### config.mk
export PLATFORM = sky130hd
export DESIGN_NAME = ridbc_front_flat
export DESIGN_NICKNAME = d
export VERILOG_FILES = /design/src/rtl/core/ridbc_pkg.sv /design/src/rtl/core/ridbc_req_if.sv /design/src/rtl/core/ridbc_front.sv /design/src/flat_wrapper.sv
export SDC_FILE = /design/constraint.sdc
export NUM_CORES = 1
export LEC_CHECK = 0
export BUFFER_PORTS_ARGS = -buffer_cell sky130_fd_sc_hd__buf_2
export CAP_MARGIN = 20
export CORE_ASPECT_RATIO = 0.8
export CORE_UTILIZATION = 45
export DETAILED_ROUTE_END_ITERATION = 10
export GPL_ROUTABILITY_DRIVEN = 0
export PLACE_DENSITY = 0.84
export SYNTH_ARGS = -nofsm -noshare
export SYNTH_HDL_FRONTEND = slang
export SYNTH_SLANG_ARGS = --single-unit
### constraint.sdc
create_clock -name clock -period 3.7 [get_ports clock]
set_input_delay 0.74 -clock clock [delete_from_list [all_inputs] [get_ports clock]]
set_output_delay 0.74 -clock clock [all_outputs]
set_load 0.1 [all_outputs]
### src/rtl/core/ridbc_pkg.sv
// ----------------------------------------------------------------------------
// ridbc_pkg
// Shared widths, operation codes and command type of the rule id compactor.
// ----------------------------------------------------------------------------
package ridbc_pkg;

   // request / result field widths
   localparam int FUNC_W  = 2;
   localparam int ID_W    = 16;
   localparam int MAXO_W  = 7;
   localparam int FOUND_W = 12;
   localparam int CFG_W   = 13;

   // register reset value
   localparam logic [CFG_W-1:0] CFG_RESET = 13'd4096;

   // parameter defaults
   localparam int MAX_RULES_DEF = 4096;
   localparam int MAX_EMIT_DEF  = 64;

   // bitmap geometry
   localparam int WORD_BITS = 64;
   localparam int BIT_W     = 6;
   // widths that cover the full MAX_RULES range (up to 65536)
   localparam int ADDR_MAX_W = ID_W - BIT_W;      // word address
   localparam int WCNT_W     = ADDR_MAX_W + 1;    // word count, up to 1024
   localparam int RULE_W     = ID_W + 1;          // rule count, up to 65536

   localparam int QUEUE_DEPTH = 4;

   // request operation codes
   localparam logic [FUNC_W-1:0] FUNC_SET     = 2'd0;
   localparam logic [FUNC_W-1:0] FUNC_COMPACT = 2'd1;
   localparam logic [FUNC_W-1:0] FUNC_CLEAR   = 2'd2;
   localparam logic [FUNC_W-1:0] FUNC_UNUSED  = 2'd3;

   // one queued command, front to back
   typedef struct packed {
      logic [FUNC_W-1:0]     op;
      logic [ADDR_MAX_W-1:0] addr;
      logic [BIT_W-1:0]      bit_sel;
      logic [MAXO_W-1:0]     limit;
      logic [WCNT_W-1:0]     nwords;
   } cmd_type;

   // back-end status seen by the front
   typedef struct packed {
      logic init_busy;
   } back_status_type;

   // queue status seen by the front
   typedef struct packed {
      logic full;
   } queue_status_type;

endpackage

### src/rtl/core/ridbc_req_if.sv
// ----------------------------------------------------------------------------
// ridbc_req_if
// Request channel: operation, rule id and emit limit with valid/ready.
// ----------------------------------------------------------------------------
interface ridbc_req_if
   import ridbc_pkg::*;
   ();
   logic              valid;
   logic              ready;
   logic [FUNC_W-1:0] func;
   logic [ID_W-1:0]   rule_id;
   logic [MAXO_W-1:0] max_out;

   modport source (output valid, output func, output rule_id, output max_out,
                   input ready);
   modport sink   (input valid, input func, input rule_id, input max_out,
                   output ready);
endinterface

### src/rtl/core/ridbc_front.sv
// ----------------------------------------------------------------------------
// ridbc_front
// Accepts requests, holds the rule count register, drops no-op requests
// and out-of-range sets and turns the rest into queued commands.
// ----------------------------------------------------------------------------
module ridbc_front
   import ridbc_pkg::*;
#(
   parameter int MAX_RULES = MAX_RULES_DEF,
   parameter int MAX_EMIT  = MAX_EMIT_DEF
) (
   input  logic             clock,
   input  logic             reset,
   input  logic             csr_wr_en,
   input  logic [CFG_W-1:0] csr_wr_data,
   ridbc_req_if.sink        req,
   input  back_status_type  back_st,
   input  queue_status_type queue_st,
   output logic             push,
   output cmd_type          push_cmd
);

   logic [CFG_W-1:0]  active_ff;
   logic [RULE_W-1:0] rules_eff;
   logic [RULE_W-1:0] rules_rnd;
   logic              in_range;
   logic              keep;

   always_ff @(posedge clock) begin
      if (reset) begin
         active_ff <= CFG_RESET;
      end else if (csr_wr_en) begin
         active_ff <= csr_wr_data;
      end
   end

   // clamp to MAX_RULES, then round up to whole words
   always_comb begin
      if (RULE_W'(active_ff) > RULE_W'(MAX_RULES)) begin
         rules_eff = RULE_W'(MAX_RULES);
      end else begin
         rules_eff = RULE_W'(active_ff);
      end
      rules_rnd = rules_eff + RULE_W'(WORD_BITS - 1);
      in_range  = RULE_W'(req.rule_id) < rules_eff;
   end

   always_comb begin
      keep = 1'b0;
      unique case (req.func)
         FUNC_SET:     keep = in_range;
         FUNC_COMPACT: keep = 1'b1;
         FUNC_CLEAR:   keep = 1'b1;
         default:      keep = 1'b0;   // unused code, no effect
      endcase
   end

   assign req.ready = !back_st.init_busy && !queue_st.full;
   assign push      = req.valid && req.ready && keep;

   always_comb begin
      push_cmd.op      = req.func;
      push_cmd.addr    = req.rule_id[ID_W-1:BIT_W];
      push_cmd.bit_sel = req.rule_id[BIT_W-1:0];
      push_cmd.nwords  = rules_rnd[RULE_W-1:BIT_W];
      if (req.max_out > MAXO_W'(MAX_EMIT)) begin
         push_cmd.limit = MAXO_W'(MAX_EMIT);
      end else begin
         push_cmd.limit = req.max_out;
      end
   end

endmodule

### src/flat_wrapper.sv
// flat-port wrapper written by rule: the top's interface ports become plain ports
module ridbc_front_flat import ridbc_pkg::*;
#(
   parameter int MAX_RULES = MAX_RULES_DEF,
   parameter int MAX_EMIT  = MAX_EMIT_DEF
)
  (clock, reset, csr_wr_en, csr_wr_data, back_st, queue_st, push, push_cmd, req_valid, req_func, req_rule_id, req_max_out, req_ready);
  ridbc_req_if req_i ();
  input  logic clock;
  input  logic reset;
  input  logic csr_wr_en;
  input  logic [CFG_W-1:0] csr_wr_data;
  input  back_status_type back_st;
  input  queue_status_type queue_st;
  output logic push;
  output cmd_type push_cmd;
  input wire logic [$bits(req_i.valid)-1:0] req_valid;
  input wire logic [$bits(req_i.func)-1:0] req_func;
  input wire logic [$bits(req_i.rule_id)-1:0] req_rule_id;
  input wire logic [$bits(req_i.max_out)-1:0] req_max_out;
  output wire logic [$bits(req_i.ready)-1:0] req_ready;
  assign req_i.valid = req_valid;
  assign req_i.func = req_func;
  assign req_i.rule_id = req_rule_id;
  assign req_i.max_out = req_max_out;
  assign req_ready = req_i.ready;
  ridbc_front #(.MAX_RULES(MAX_RULES), .MAX_EMIT(MAX_EMIT)) u_core (.clock(clock), .reset(reset), .csr_wr_en(csr_wr_en), .csr_wr_data(csr_wr_data), .req(req_i), .back_st(back_st), .queue_st(queue_st), .push(push), .push_cmd(push_cmd));
endmodule
# == Word level (Yosys, flattened, before mapping) ==
# Index checks and enable logic that the tools add are counted.
# totals
ff_bits,13
latchBits,0
ram_bits,0
rom_bits,0
inputBits,44
output_inout_bits,38
word_cells,17
mem_count,0
# op_classes
add_sub_neg,1
mul,0
div,0
order_cmp,3
n_eq_ne,2
shifts,0
muxes,3
bitwise,0
reduce_logical,7
# op_table
op,n
less-than comparator 16 x 13 -> 1 bit,1
"adder 13 x 6 -> 14 bit, second input constant",1
"> comparator 13 bit, second input constant",1
two-way mux 13 bit,1
"> comparator 7 bit, second input constant",1
two-way mux 7 bit,1
logical AND 1 bit,3
"== test 2 x 1 -> 1 bit, second input constant",1
"== test 2 bit, second input constant",1
zero test 1 bit,2
zero test 2 bit,1
case mux 1 bit (2 select lines),1
OR reduction 2 bit,1

# == Longest topological paths before layout ==
# Gate-level depths: netlist of the first run.
# depth
word_depth,5
depth_mapped,8
ltp_nobuf,8

# == Worst setup path after synthesis of the first run ==
# Ideal clock, no wire load.
# synth_path
path_kind,input port to output port
start,input port queue_st
end,output port push
arrival_time_ns,3.903
t_required_ns,2.960
path_slack_ns,-0.943
stages,4
path_buffers,0
path_cell_list,nor2_1 nand3b_1 a211o_1 a21oi_1
# synth_via
elab_chain_len,4
# synth_lines
element,line,source
from (decl),flat_wrapper.sv:14,input queue_status_type queue_st;
zero test 1 bit,ridbc_front.sv:58,assign req.ready = !back_st.init_busy && !queue_st.full;
logical AND 1 bit,ridbc_front.sv:58,
logical AND 1 bit (2 in series),ridbc_front.sv:59,assign push = req.valid && req.ready && keep;
to (decl),flat_wrapper.sv:15,output logic push;
# Every way passes these cells.

# == Worst setup path after layout of the first run ==
# layout_path
start,register u_core.active_ff[3]
end,output port push
# layout_via
elab_chain_len,5
# layout_lines
element,line,source
from (decl),ridbc_front.sv:23,logic [CFG_W-1:0] active_ff;
from (signal assigned),ridbc_front.sv:33,active_ff <= csr_wr_data;
> comparator 13 bit,ridbc_front.sv:39,if (RULE_W'(active_ff) > RULE_W'(MAX_RULES)) begin
two-way mux 13 bit (*),ridbc_front.sv:39,
less-than comparator 16 x 13 -> 1 bit (*),ridbc_front.sv:45,in_range = RULE_W'(req.rule_id) < rules_eff;
case mux 1 bit (2 select lines) (*),ridbc_front.sv:50,unique case (req.func)
logical AND 1 bit (*),ridbc_front.sv:59,
# Mark *: on every way between the ends. The rest lies on a longest branch, timed or not.

==> flow_summary_export.csv, run 1 <==
group,metric,value,unit
floorplan,floorplan.initialDensity,48.3,%
route,drt.antenna.violating_nets,0,
worst_setup_path,path_class,"reg2out",
worst_setup_path,cp_cell_sequence,"nor4_4 > a41o_1 > nand2_1 > ha_1 > a41o_1 > a21oi_1 > o2111ai_1 > a21oi_2 > clkbuf_4",
grt,largest_net_degree_at_the_start_of_global_routing,15,
worst_setup_path,reg2reg_slack,2780,ps
flow_run,max_cap_viol_count,0,
floorplan,die_width,59.9,um
final_layout,fin_area,0.00150,mm2
grt,gr-total-overflow,0,
clock_network,clock_insertion_delay_worst_skew,280,ps
timing,finalMaxSlewViolations,0,
timing,period_share,93.5,%
route,routed_via_density,4.91,
final_layout,filler_cell_count,245,
timing,fin_crit,3460,ps
grt,grt_first_pass_wirelength,4.50,mm
worst_setup_path,critical_path.startpoint_type,"flip-flop",
timing,worst_clock_skew,0,ps
pwr,clock_power_share,17.2,%
worst_setup_path,timing.critical_path.slowest_stage_cell,"nor4_4",
clock_network,root_cell_of_the_clock_tree,"clkbuf_4",
grt,grt_antenna_before_repair,0,
worst_setup_path,endpoint_kind,"output port",
pwr,combPwrFrac,52.0,%
final_layout,layout.core_utilization,59.9,%
pwr,cellLeakagePower,0.807,nW
timing,grt_setup_unrepaired,"false",
floorplan,core_area,0.00250,mm2
route,avgRoutedWirePerCell,11.3,um
timing,hold_ws,544,ps
timing,final-setup-viol-count,0,
worst_setup_path,critPathTopFamily,"compound AO/OA/AOI/OAI gates",
pwr,net_switching_fraction_of_the_power,51.4,%
grt,groute.usage.overall,20.1,%
timing,timing.fmax,289,MHz
final_layout,top_regs,"u_core.active_ff x13",
route,route.layer.met1.wl,1.20,mm
floorplan,dieHeight,48.4,um
clock_network,cts_made_buffers,3,
route,routed_wl,2.71,mm
final_layout,post_route_cells_drive_above_1_share,41.7,%
route,routed-wl-met3,183,um
worst_setup_path,critPathMaxStageDelay,390,ps
synthesis,synth-async-reset-ratio,0,%
route,wl_met2,1.30,mm
route,dr.pass1.iters,3,
synthesis,synth_sequential_area_ratio,21.5,%
synthesis,synth_area,0.00121,mm2
floorplan,placementRows,16,
placed_design,hpwl,2.36,mm
synthesis,prevailing_post_synth_register_cell,"dfxtp_1",
worst_setup_path,worstPathRequired,2960,ps
min_path,min-delay-path-class,"reg2reg",
route,highest_layer,"met4",
clock_network,clock_tree_from_tritoncts,"built",
synthesis,post_synth_num_cell_types,33,
timing,setup_total_negative_slack,0,ps
final_layout,n_antenna_cell,0,
route,dr_total_vias,1178,
floorplan,io_pins,82,
pwr,power.share.sequential,30.8,%
synthesis,post_synth.cell_area_avg,8.22,um2
synthesis,postSynthCellCount,147,
pwr,intPower,0.000250,W
floorplan,dieArea,0.00290,mm2
final_layout,max_flop_register,"u_core.active_ff",
route,initialDrtViolationCount,17,
clock_network,ctsLongestPathBuffers,2,
pwr,vdd_drop_max,185,uV
route,drt_drc_violations_left,0,
final_layout,final_nets,263,
synthesis,synthesis.yosys.warnings,0,
clock_network,cts_setup_buffers,0,
worst_setup_path,cp_max_fo,5,
final_layout,flip_flop_count_of_the_largest_register_all_copies_and_words_added,13,
clock_network,numClockSinks,13,
placed_design,placedInstanceArea,0.00147,mm2
clock_network,cts-htree-levels,1,
pwr,power.net_switching,0.000265,W
grt,via_count_of_the_first_global_routing_pass,1109,
worst_setup_path,worstPathArrival,2720,ps
clock_network,worst_setup_hold_path_clk_slew,80,ps
clock_network,post_cts_resize_count,0,
final_layout,area_added_between_synthesis_and_finish,24.0,%
synthesis,synth_enable_flop_cells,0,
placed_design,io_buffer_count,77,
worst_setup_path,crit_top_cell,"a41o_1",
worst_setup_path,critical_path_buf_inv_count,1,
outcome,outcome,"completed",
pwr,pwr_density_cell,344,mW/mm2
timing,final_hold_viol_count,0,
clock_network,post_cts_hold_buffer_count,0,
synthesis,number_of_synthesized_register_bits,13,
[metal layers]
metal / global-route usage, % / vias up
met4: 5.04 / 0
met2: 36.3 / 54
met1: 22.6 / 522
met3: 5.61 / 5
li1: - / 597
met5: 0 / -
[worst paths after layout]
path / end / cells past startpoint / start
min: u_core.active_ff[2] / 2 / u_core.active_ff[2]
max: push / 9 / u_core.active_ff[3]
max reg2reg: u_core.active_ff[12] / 2 / u_core.active_ff[12]
min reg2reg: u_core.active_ff[2] / 2 / u_core.active_ff[2]
[Yosys cell counts (2+ instances only)]
cell / instances / area share (%)
buf_2: 2 / 0.83
nand2_1: 14 / 4.3
clkbuf_1: 2 / 0.62
inv_1: 7 / 2.2
ha_1: 14 / 14
nand3b_1: 2 / 1.2
nor3_1: 2 / 0.83
a21oi_1: 6 / 2.5
dfxtp_1: 13 / 22
a41o_1: 3 / 2.5
nor2b_1: 7 / 3.6
a21o_1: 3 / 1.9
mux2i_1: 13 / 11
buf_4: 22 / 14
nor2_1: 15 / 4.7
xnor2_1: 2 / 1.4
nand4_1: 3 / 1.6
xor2_1: 2 / 1.4
[worst register-to-register path: stages, from the launching register on]
cell,delay [ps]
dfxtp_1,340
inv_1,320
o211ai_1,130
[power by group through the flow]
stage,Clock (W),Sequential (W),Combinational [W]
2_1_floorplan,0,0.000159,0.000234
5_1_grt,0.0000968,0.000161,0.000284
3_5_place_dp,0,0.000162,0.000268
3_3_place_gp,0,0.000162,0.000265
4_1_cts,0.0000918,0.000159,0.000269
6_report,0.0000887,0.000159,0.000268
[cell families after synthesis]
logic type | share of synthesized area [%]
buffers and inverters | 17.6
adder cells (fa/ha/maj) | 14.5
flip-flops | 21.5
AND/OR/NAND/NOR | 20.3
multiplexers | 10.8
other | 0.310
XOR/XNOR | 2.90
AO/OA/AOI/OAI | 12.1
[metrics by stage]
stage	setup slack, ps	power [W]	cells
floorplan	1.12	0.000393	150
CTS	161	0.000519	240
global placement	592	0.000427	236
finish	240	0.000515	240
detailed placement	478	0.000430	236
global route	88.1	0.000542	240
[cells in the final DEF, fill, tap and decap left out, drive strengths merged]
| master | instances |
|---|---|
| buf | 76 |
| and3b | 1 |
| xor2 | 2 |
| dfxtp | 13 |
| inv | 7 |
| clkbuf | 5 |
| a31oi | 1 |
| nand4 | 3 |
| nand2 | 14 |
| xnor2 | 2 |
| nand3 | 1 |
| a211oi | 2 |
| o2111ai | 1 |
| and2 | 1 |
| o211ai | 1 |
| mux2i | 13 |
| conb | 4 |
| nand3b | 2 |
| a21o | 3 |
| nor2b | 7 |
| o21ai | 1 |
| nor2 | 15 |
| a211o | 1 |
| nor3 | 2 |
| a21oi | 6 |
| a21boi | 1 |
| ha | 14 |
| nor4 | 2 |
| a41o | 3 |
[layout make-up]
type                       instances  area [um2]  share of cell area (%)
inverter                           7        26.3                    1.75
multi-input combinational        103         753                    50.3
sequential                        13         260                    17.4
timing repair buffer              77         388                    25.9
clock buffer                       4        26.3                    1.75
tap                               36        45.0                    3.01
Power figures use the tool's default switching activity.
==> run 2: changes to the inputs <==
CORE_UTILIZATION = 40   (was 45)
PLACE_DENSITY = 0.76   (was 0.84)
==> run 2 against run 1 <==
Worst hold slack lost 11 ps. Final area grew 1.3%. Sequential cell count is the same. Wire length grew 0.44%. Clock skew is the same. Sequential share of layout area shrank 0.23 points. Critical endpoint unchanged. Largest power group unchanged.
==> flow_summary_export.csv, run 2 (same netlist as run 1, synthesis figures left out) <==
group,metric,value,unit
worst_setup_path,crit_top_cell,"a41o_1",
clock_network,ctsLongestPathBuffers,2,
final_layout,n_antenna_cell,0,
placed_design,placedInstanceArea,0.00147,mm2
timing,period_share,95.0,%
final_layout,filler_cell_count,288,
grt,grt_first_pass_wirelength,4.31,mm
grt,grt_antenna_before_repair,0,
clock_network,cts_made_buffers,3,
final_layout,sequential_cell_area,260,um2
timing,timing.fmax,285,MHz
route,initialDrtViolationCount,28,
pwr,intPower,0.000283,W
timing,fin_crit,3510,ps
floorplan,die_width,63.5,um
grt,gr-total-overflow,0,
floorplan,placementRows,17,
worst_setup_path,setup.worst_path.end,"push",
worst_setup_path,cp_max_fo,5,
route,dr.pass1.iters,4,
final_layout,fin_area,0.00152,mm2
worst_setup_path,worst_r2r_startpoint,"u_core.active_ff[12]",
final_layout,final_nets,263,
final_layout,top_regs,"u_core.active_ff x13",
final_layout,post_route_cells_drive_above_1_share,42.2,%
pwr,clock_power_share,23.1,%
pwr,power.share.sequential,28.6,%
clock_network,clock_insertion_delay_worst_skew,250,ps
worst_setup_path,worstPathArrival,2770,ps
min_path,hold_depth,2,
floorplan,dieHeight,51.2,um
worst_setup_path,endpoint_kind,"output port",
floorplan,floorplan.initialDensity,43.0,%
clock_network,clock_tree_from_tritoncts,"built",
min_path,min-delay-path-class,"reg2reg",
route,routed_via_density,4.95,
worst_setup_path,worstPathRequired,2960,ps
final_layout,flip_flop_count_of_the_largest_register_all_copies_and_words_added,13,
worst_setup_path,timing.critical_path.slowest_stage_cell,"buf_2",
clock_network,root_cell_of_the_clock_tree,"clkbuf_8",
floorplan,io_pins,82,
worst_setup_path,crit-reg2reg-capture,"u_core.active_ff[12]",
worst_setup_path,timing.reg2reg.worst_path_depth,2,
pwr,pwr_density_cell,366,mW/mm2
worst_setup_path,critPathMaxStageDelay,430,ps
timing,worst_clock_skew,0,ps
grt,groute.usage.overall,17.4,%
clock_network,numClockSinks,13,
timing,final_hold_viol_count,0,
pwr,net_switching_fraction_of_the_power,49.0,%
timing,finalMaxSlewViolations,0,
final_layout,multi_input_comb_area,753,um2
worst_setup_path,crit_path_start,"u_core.active_ff[3]",
clock_network,post_cts_resize_count,0,
placed_design,io_buffer_count,77,
final_layout,top_library_cells_by_usage_in_the_layout_fill_and_taps_aside,"buf_2, nand2_1, nor2_1, ha_1",
timing,grt_setup_unrepaired,"false",
pwr,combPwrFrac,48.3,%
final_layout,max_flop_register,"u_core.active_ff",
floorplan,dieArea,0.00325,mm2
pwr,vdd_drop_max,224,uV
timing,final-setup-viol-count,0,
pwr,power.net_switching,0.000272,W
pwr,cellLeakagePower,0.818,nW
flow_run,max_cap_viol_count,0,
placed_design,hpwl,2.31,mm
final_layout,layout_commonest_cell,"buf_2",
route,drt_drc_violations_left,0,
clock_network,cts-htree-levels,1,
grt,via_count_of_the_first_global_routing_pass,985,
grt,largest_net_degree_at_the_start_of_global_routing,15,
clock_network,post_cts_hold_buffer_count,0,
floorplan,core_area,0.00281,mm2
worst_setup_path,path_class,"reg2out",
worst_setup_path,cp_cell_sequence,"nor4_4 > a41o_1 > nand2_1 > ha_1 > a41o_1 > a21oi_1 > o2111ai_1 > a21oi_2 > buf_2",
worst_setup_path,critical_path.startpoint_type,"flip-flop",
outcome,outcome,"completed",
clock_network,cts_setup_buffers,0,
clock_network,worst_setup_hold_path_clk_slew,60,ps
route,dr_total_vias,1199,
timing,setup_total_negative_slack,0,ps
route,routed_wl,2.72,mm
worst_setup_path,reg2reg_slack,2780,ps
final_layout,area_added_between_synthesis_and_finish,25.7,%
route,drt.antenna.violating_nets,0,
route,avgRoutedWirePerCell,11.3,um
## run 2: cell type report
| cell class | count | area share (%) |
|---|---|---|
| clock buffer | 3 | 2.72 |
| clock inverter | 1 | 0.329 |
| inverter | 7 | 1.73 |
| multi-input combinational | 103 | 49.6 |
| sequential | 13 | 17.1 |
| tap | 38 | 3.13 |
| timing repair buffer | 77 | 25.4 |
## run 2: worst min path at each step
stage                                    from                   to  slack [ps]
final                     u_core.active_ff[2]  u_core.active_ff[2]         530
after global routing      u_core.active_ff[8]  u_core.active_ff[8]         560
after CTS                 u_core.active_ff[1]  u_core.active_ff[1]         540
after detailed placement  u_core.active_ff[1]  u_core.active_ff[1]         520
after global placement    u_core.active_ff[1]  u_core.active_ff[1]         520
after floorplan           u_core.active_ff[1]  u_core.active_ff[1]         480
## run 2: layer usage
metal  wire length [um]  vias to the layer above  part of all wire (%)  track usage [%]
met2               1300                       64                    48             31.2
met3                217                        4                   8.0             3.57
li1                   -                      598                     -                -
met4                 40                        0                   1.5             6.82
met5                  0                        -                     0                0
met1               1170                      533                    43             20.4
## run 2: per-stage QoR
step | instances | hold slack (ps) | setup WS [ps] | power [W] | utilization, %
2_1_floorplan | 150 | 484 | 1.12 | 0.000393 | -
3_3_place_gp | 238 | 521 | 562 | 0.000428 | 52.5
3_5_place_dp | 238 | 524 | 463 | 0.000431 | 52.5
4_1_cts | 242 | 540 | 186 | 0.000560 | 54.1
5_1_grt | 242 | 562 | 23.0 | 0.000584 | 54.1
6_report | 242 | 534 | 187 | 0.000556 | 54.1
## run 2: critical path, delay by kind of cell, from the launching register on
kind	cells	cell delay, ps
fa+ha+maj	1	290
compound gates	5	1010
flops	1	340
simple gates	2	460
buf+inv	1	430
## run 2: power groups by stage
stage | Combinational, W | Sequential [W] | Clock (W)
6_report | 0.000268 | 0.000159 | 0.000129
5_1_grt | 0.000283 | 0.000160 | 0.000141
4_1_cts | 0.000269 | 0.000159 | 0.000131
3_5_place_dp | 0.000269 | 0.000162 | 0
3_3_place_gp | 0.000266 | 0.000161 | 0
2_1_floorplan | 0.000234 | 0.000159 | 0
==> run 3: changes to the inputs <==
RECOVER_POWER = 25   (was not set)
==> run 3 against run 2 <==
Setup slack barely moved. Sequential share of layout area barely moved. Largest power group unchanged. Worst hold slack barely moved. Largest cell class unchanged. Final cell count unchanged. Wire length about the same. Sequential cell count is the same. Global-route usage did not move. Fmax hardly changed. Combinational power barely moved.
==> flow_summary_export.csv, run 3 (same netlist as run 1, synthesis figures left out) <==
group,metric,value,unit
placed_design,place_ws,463,ps
grt,grt_antenna_before_repair,0,
outcome,outcome,"completed",
timing,setup_total_negative_slack,0,ps
timing,worst_clock_skew,0,ps
worst_setup_path,endpoint_kind,"output port",
clock_network,cts-htree-levels,1,
timing,final_worst_slack,187,ps
floorplan,dieHeight,51.2,um
floorplan,core_area,0.00281,mm2
clock_network,clock_tree_from_tritoncts,"built",
clock_network,cts_setup_buffers,0,
floorplan,die_width,63.5,um
final_layout,top_library_cells_by_usage_in_the_layout_fill_and_taps_aside,"buf_2, nand2_1, nor2_1, ha_1",
flow_run,max_cap_viol_count,0,
worst_setup_path,path_class,"reg2out",
final_layout,area_added_between_synthesis_and_finish,25.6,%
clock_network,numClockSinks,13,
route,drt.antenna.violating_nets,0,
clock_network,cts_made_buffers,3,
route,dr.pass1.iters,4,
route,drt_drc_violations_left,0,
timing,final_hold_viol_count,0,
route,routed_wl,2.73,mm
final_layout,post_route_cells_drive_above_1_share,41.7,%
final_layout,top_regs,"u_core.active_ff x13",
worst_setup_path,crit_path_start,"u_core.active_ff[3]",
grt,grt_first_pass_wirelength,4.31,mm
clock_network,ctsLongestPathBuffers,2,
worst_setup_path,worst_r2r_startpoint,"u_core.active_ff[12]",
clock_network,clock_insertion_delay_worst_skew,250,ps
floorplan,dieArea,0.00325,mm2
clock_network,post_cts_resize_count,0,
timing,max_slew_margin,38.2,%
timing,final-setup-viol-count,0,
worst_setup_path,worstPathRequired,2960,ps
timing,grt_setup_unrepaired,"false",
min_path,hp-start,"u_core.active_ff[2]",
timing,worst_pin_slew,927,ps
placed_design,placedInstanceArea,0.00147,mm2
timing,fin_crit,3510,ps
grt,gr-total-overflow,0,
placed_design,io_buffer_count,77,
clock_network,root_cell_of_the_clock_tree,"clkbuf_8",
grt,largest_net_degree_at_the_start_of_global_routing,15,
route,avgRoutedWirePerCell,11.3,um
min_path,min-delay-path-class,"reg2reg",
timing,finalMaxSlewViolations,0,
timing,hold_ws,534,ps
worst_setup_path,worstPathArrival,2770,ps
timing,timing.fmax,285,MHz
final_layout,n_antenna_cell,0,
worst_setup_path,cp_max_fo,5,
pwr,vdd_drop_max,224,uV
clock_network,worst_setup_hold_path_clk_slew,60,ps
grt,via_count_of_the_first_global_routing_pass,985,
clock_network,post_cts_hold_buffer_count,0,
floorplan,placementRows,17,
pwr,pwr_density_cell,366,mW/mm2
grt,groute.usage.overall,17.4,%
route,routed_via_density,4.95,
floorplan,floorplan.initialDensity,43.0,%
final_layout,layout_commonest_cell,"buf_2",
final_layout,final_nets,263,
final_layout,max_flop_register,"u_core.active_ff",
floorplan,io_pins,82,
route,initialDrtViolationCount,28,
placed_design,hpwl,2.31,mm
worst_setup_path,critical_path.startpoint_type,"flip-flop",
pwr,cellLeakagePower,0.815,nW
timing,period_share,95.0,%
final_layout,layout.core_utilization,54.1,%
route,dr_total_vias,1199,
final_layout,flip_flop_count_of_the_largest_register_all_copies_and_words_added,13,
final_layout,fin_area,0.00152,mm2
## run 3: cell count changes in the layout (fill, tap and decap cells not counted)
cell	before	now
buf_2	77	76
clkbuf_1	0	1
## run 3: path summary, 6_finish.rpt
check / endpoint / slack [ps] / cells after the start
worst max-delay path: push / 190 / 9
worst min-delay path: u_core.active_ff[2] / 530 / 2
worst max register to register: u_core.active_ff[12] / 2750 / 2
worst min register to register: u_core.active_ff[2] / 530 / 2
## run 3: stage by stage
| step | cells | total power [W] |
|---|---|---|
| global placement | 238 | 0.000428 |
| CTS | 242 | 0.000560 |
| finish | 242 | 0.000556 |
| floorplan | 150 | 0.000393 |
| global route | 242 | 0.000584 |
| detailed placement | 238 | 0.000431 |
## run 3: routing by layer
metal | part of all wire (%) | global-route usage (%) | routed length [um] | vias up
met5 | 0 | 0 | 0 | -
met4 | 1.5 | 6.82 | 40 | 0
met3 | 8.0 | 3.57 | 218 | 4
met2 | 48 | 31.2 | 1300 | 64
met1 | 43 | 20.4 | 1170 | 533
li1 | - | - | - | 598
## run 3: layout make-up
class,instances,area (um2)
Timing Repair Buffer,77,384
Clock inverter,1,5.00
Inverter,7,26.3
Tap cell,38,47.5
Multi-Input combinational cell,103,753
Clock buffer,3,41.3
Sequential cell,13,260
Fill cell,289,1290
## run 3: critical path: stages, from the launching register on
cell and delay, ps:
dfxtp_1 340, nor4_4 390, a41o_1 270, nand2_1 70
ha_1 290, a41o_1 210, a21oi_1 190, o2111ai_1 190
a21oi_2 150, buf_2 430
## run 3: where the power goes
part	switching, W	internal, W	total (W)	leakage (nW)
combinational	0.000208	0.0000601	0.000268	0.682
sequential	0.0000102	0.000149	0.000159	0.107
clock	0.0000540	0.0000745	0.000129	0.0255
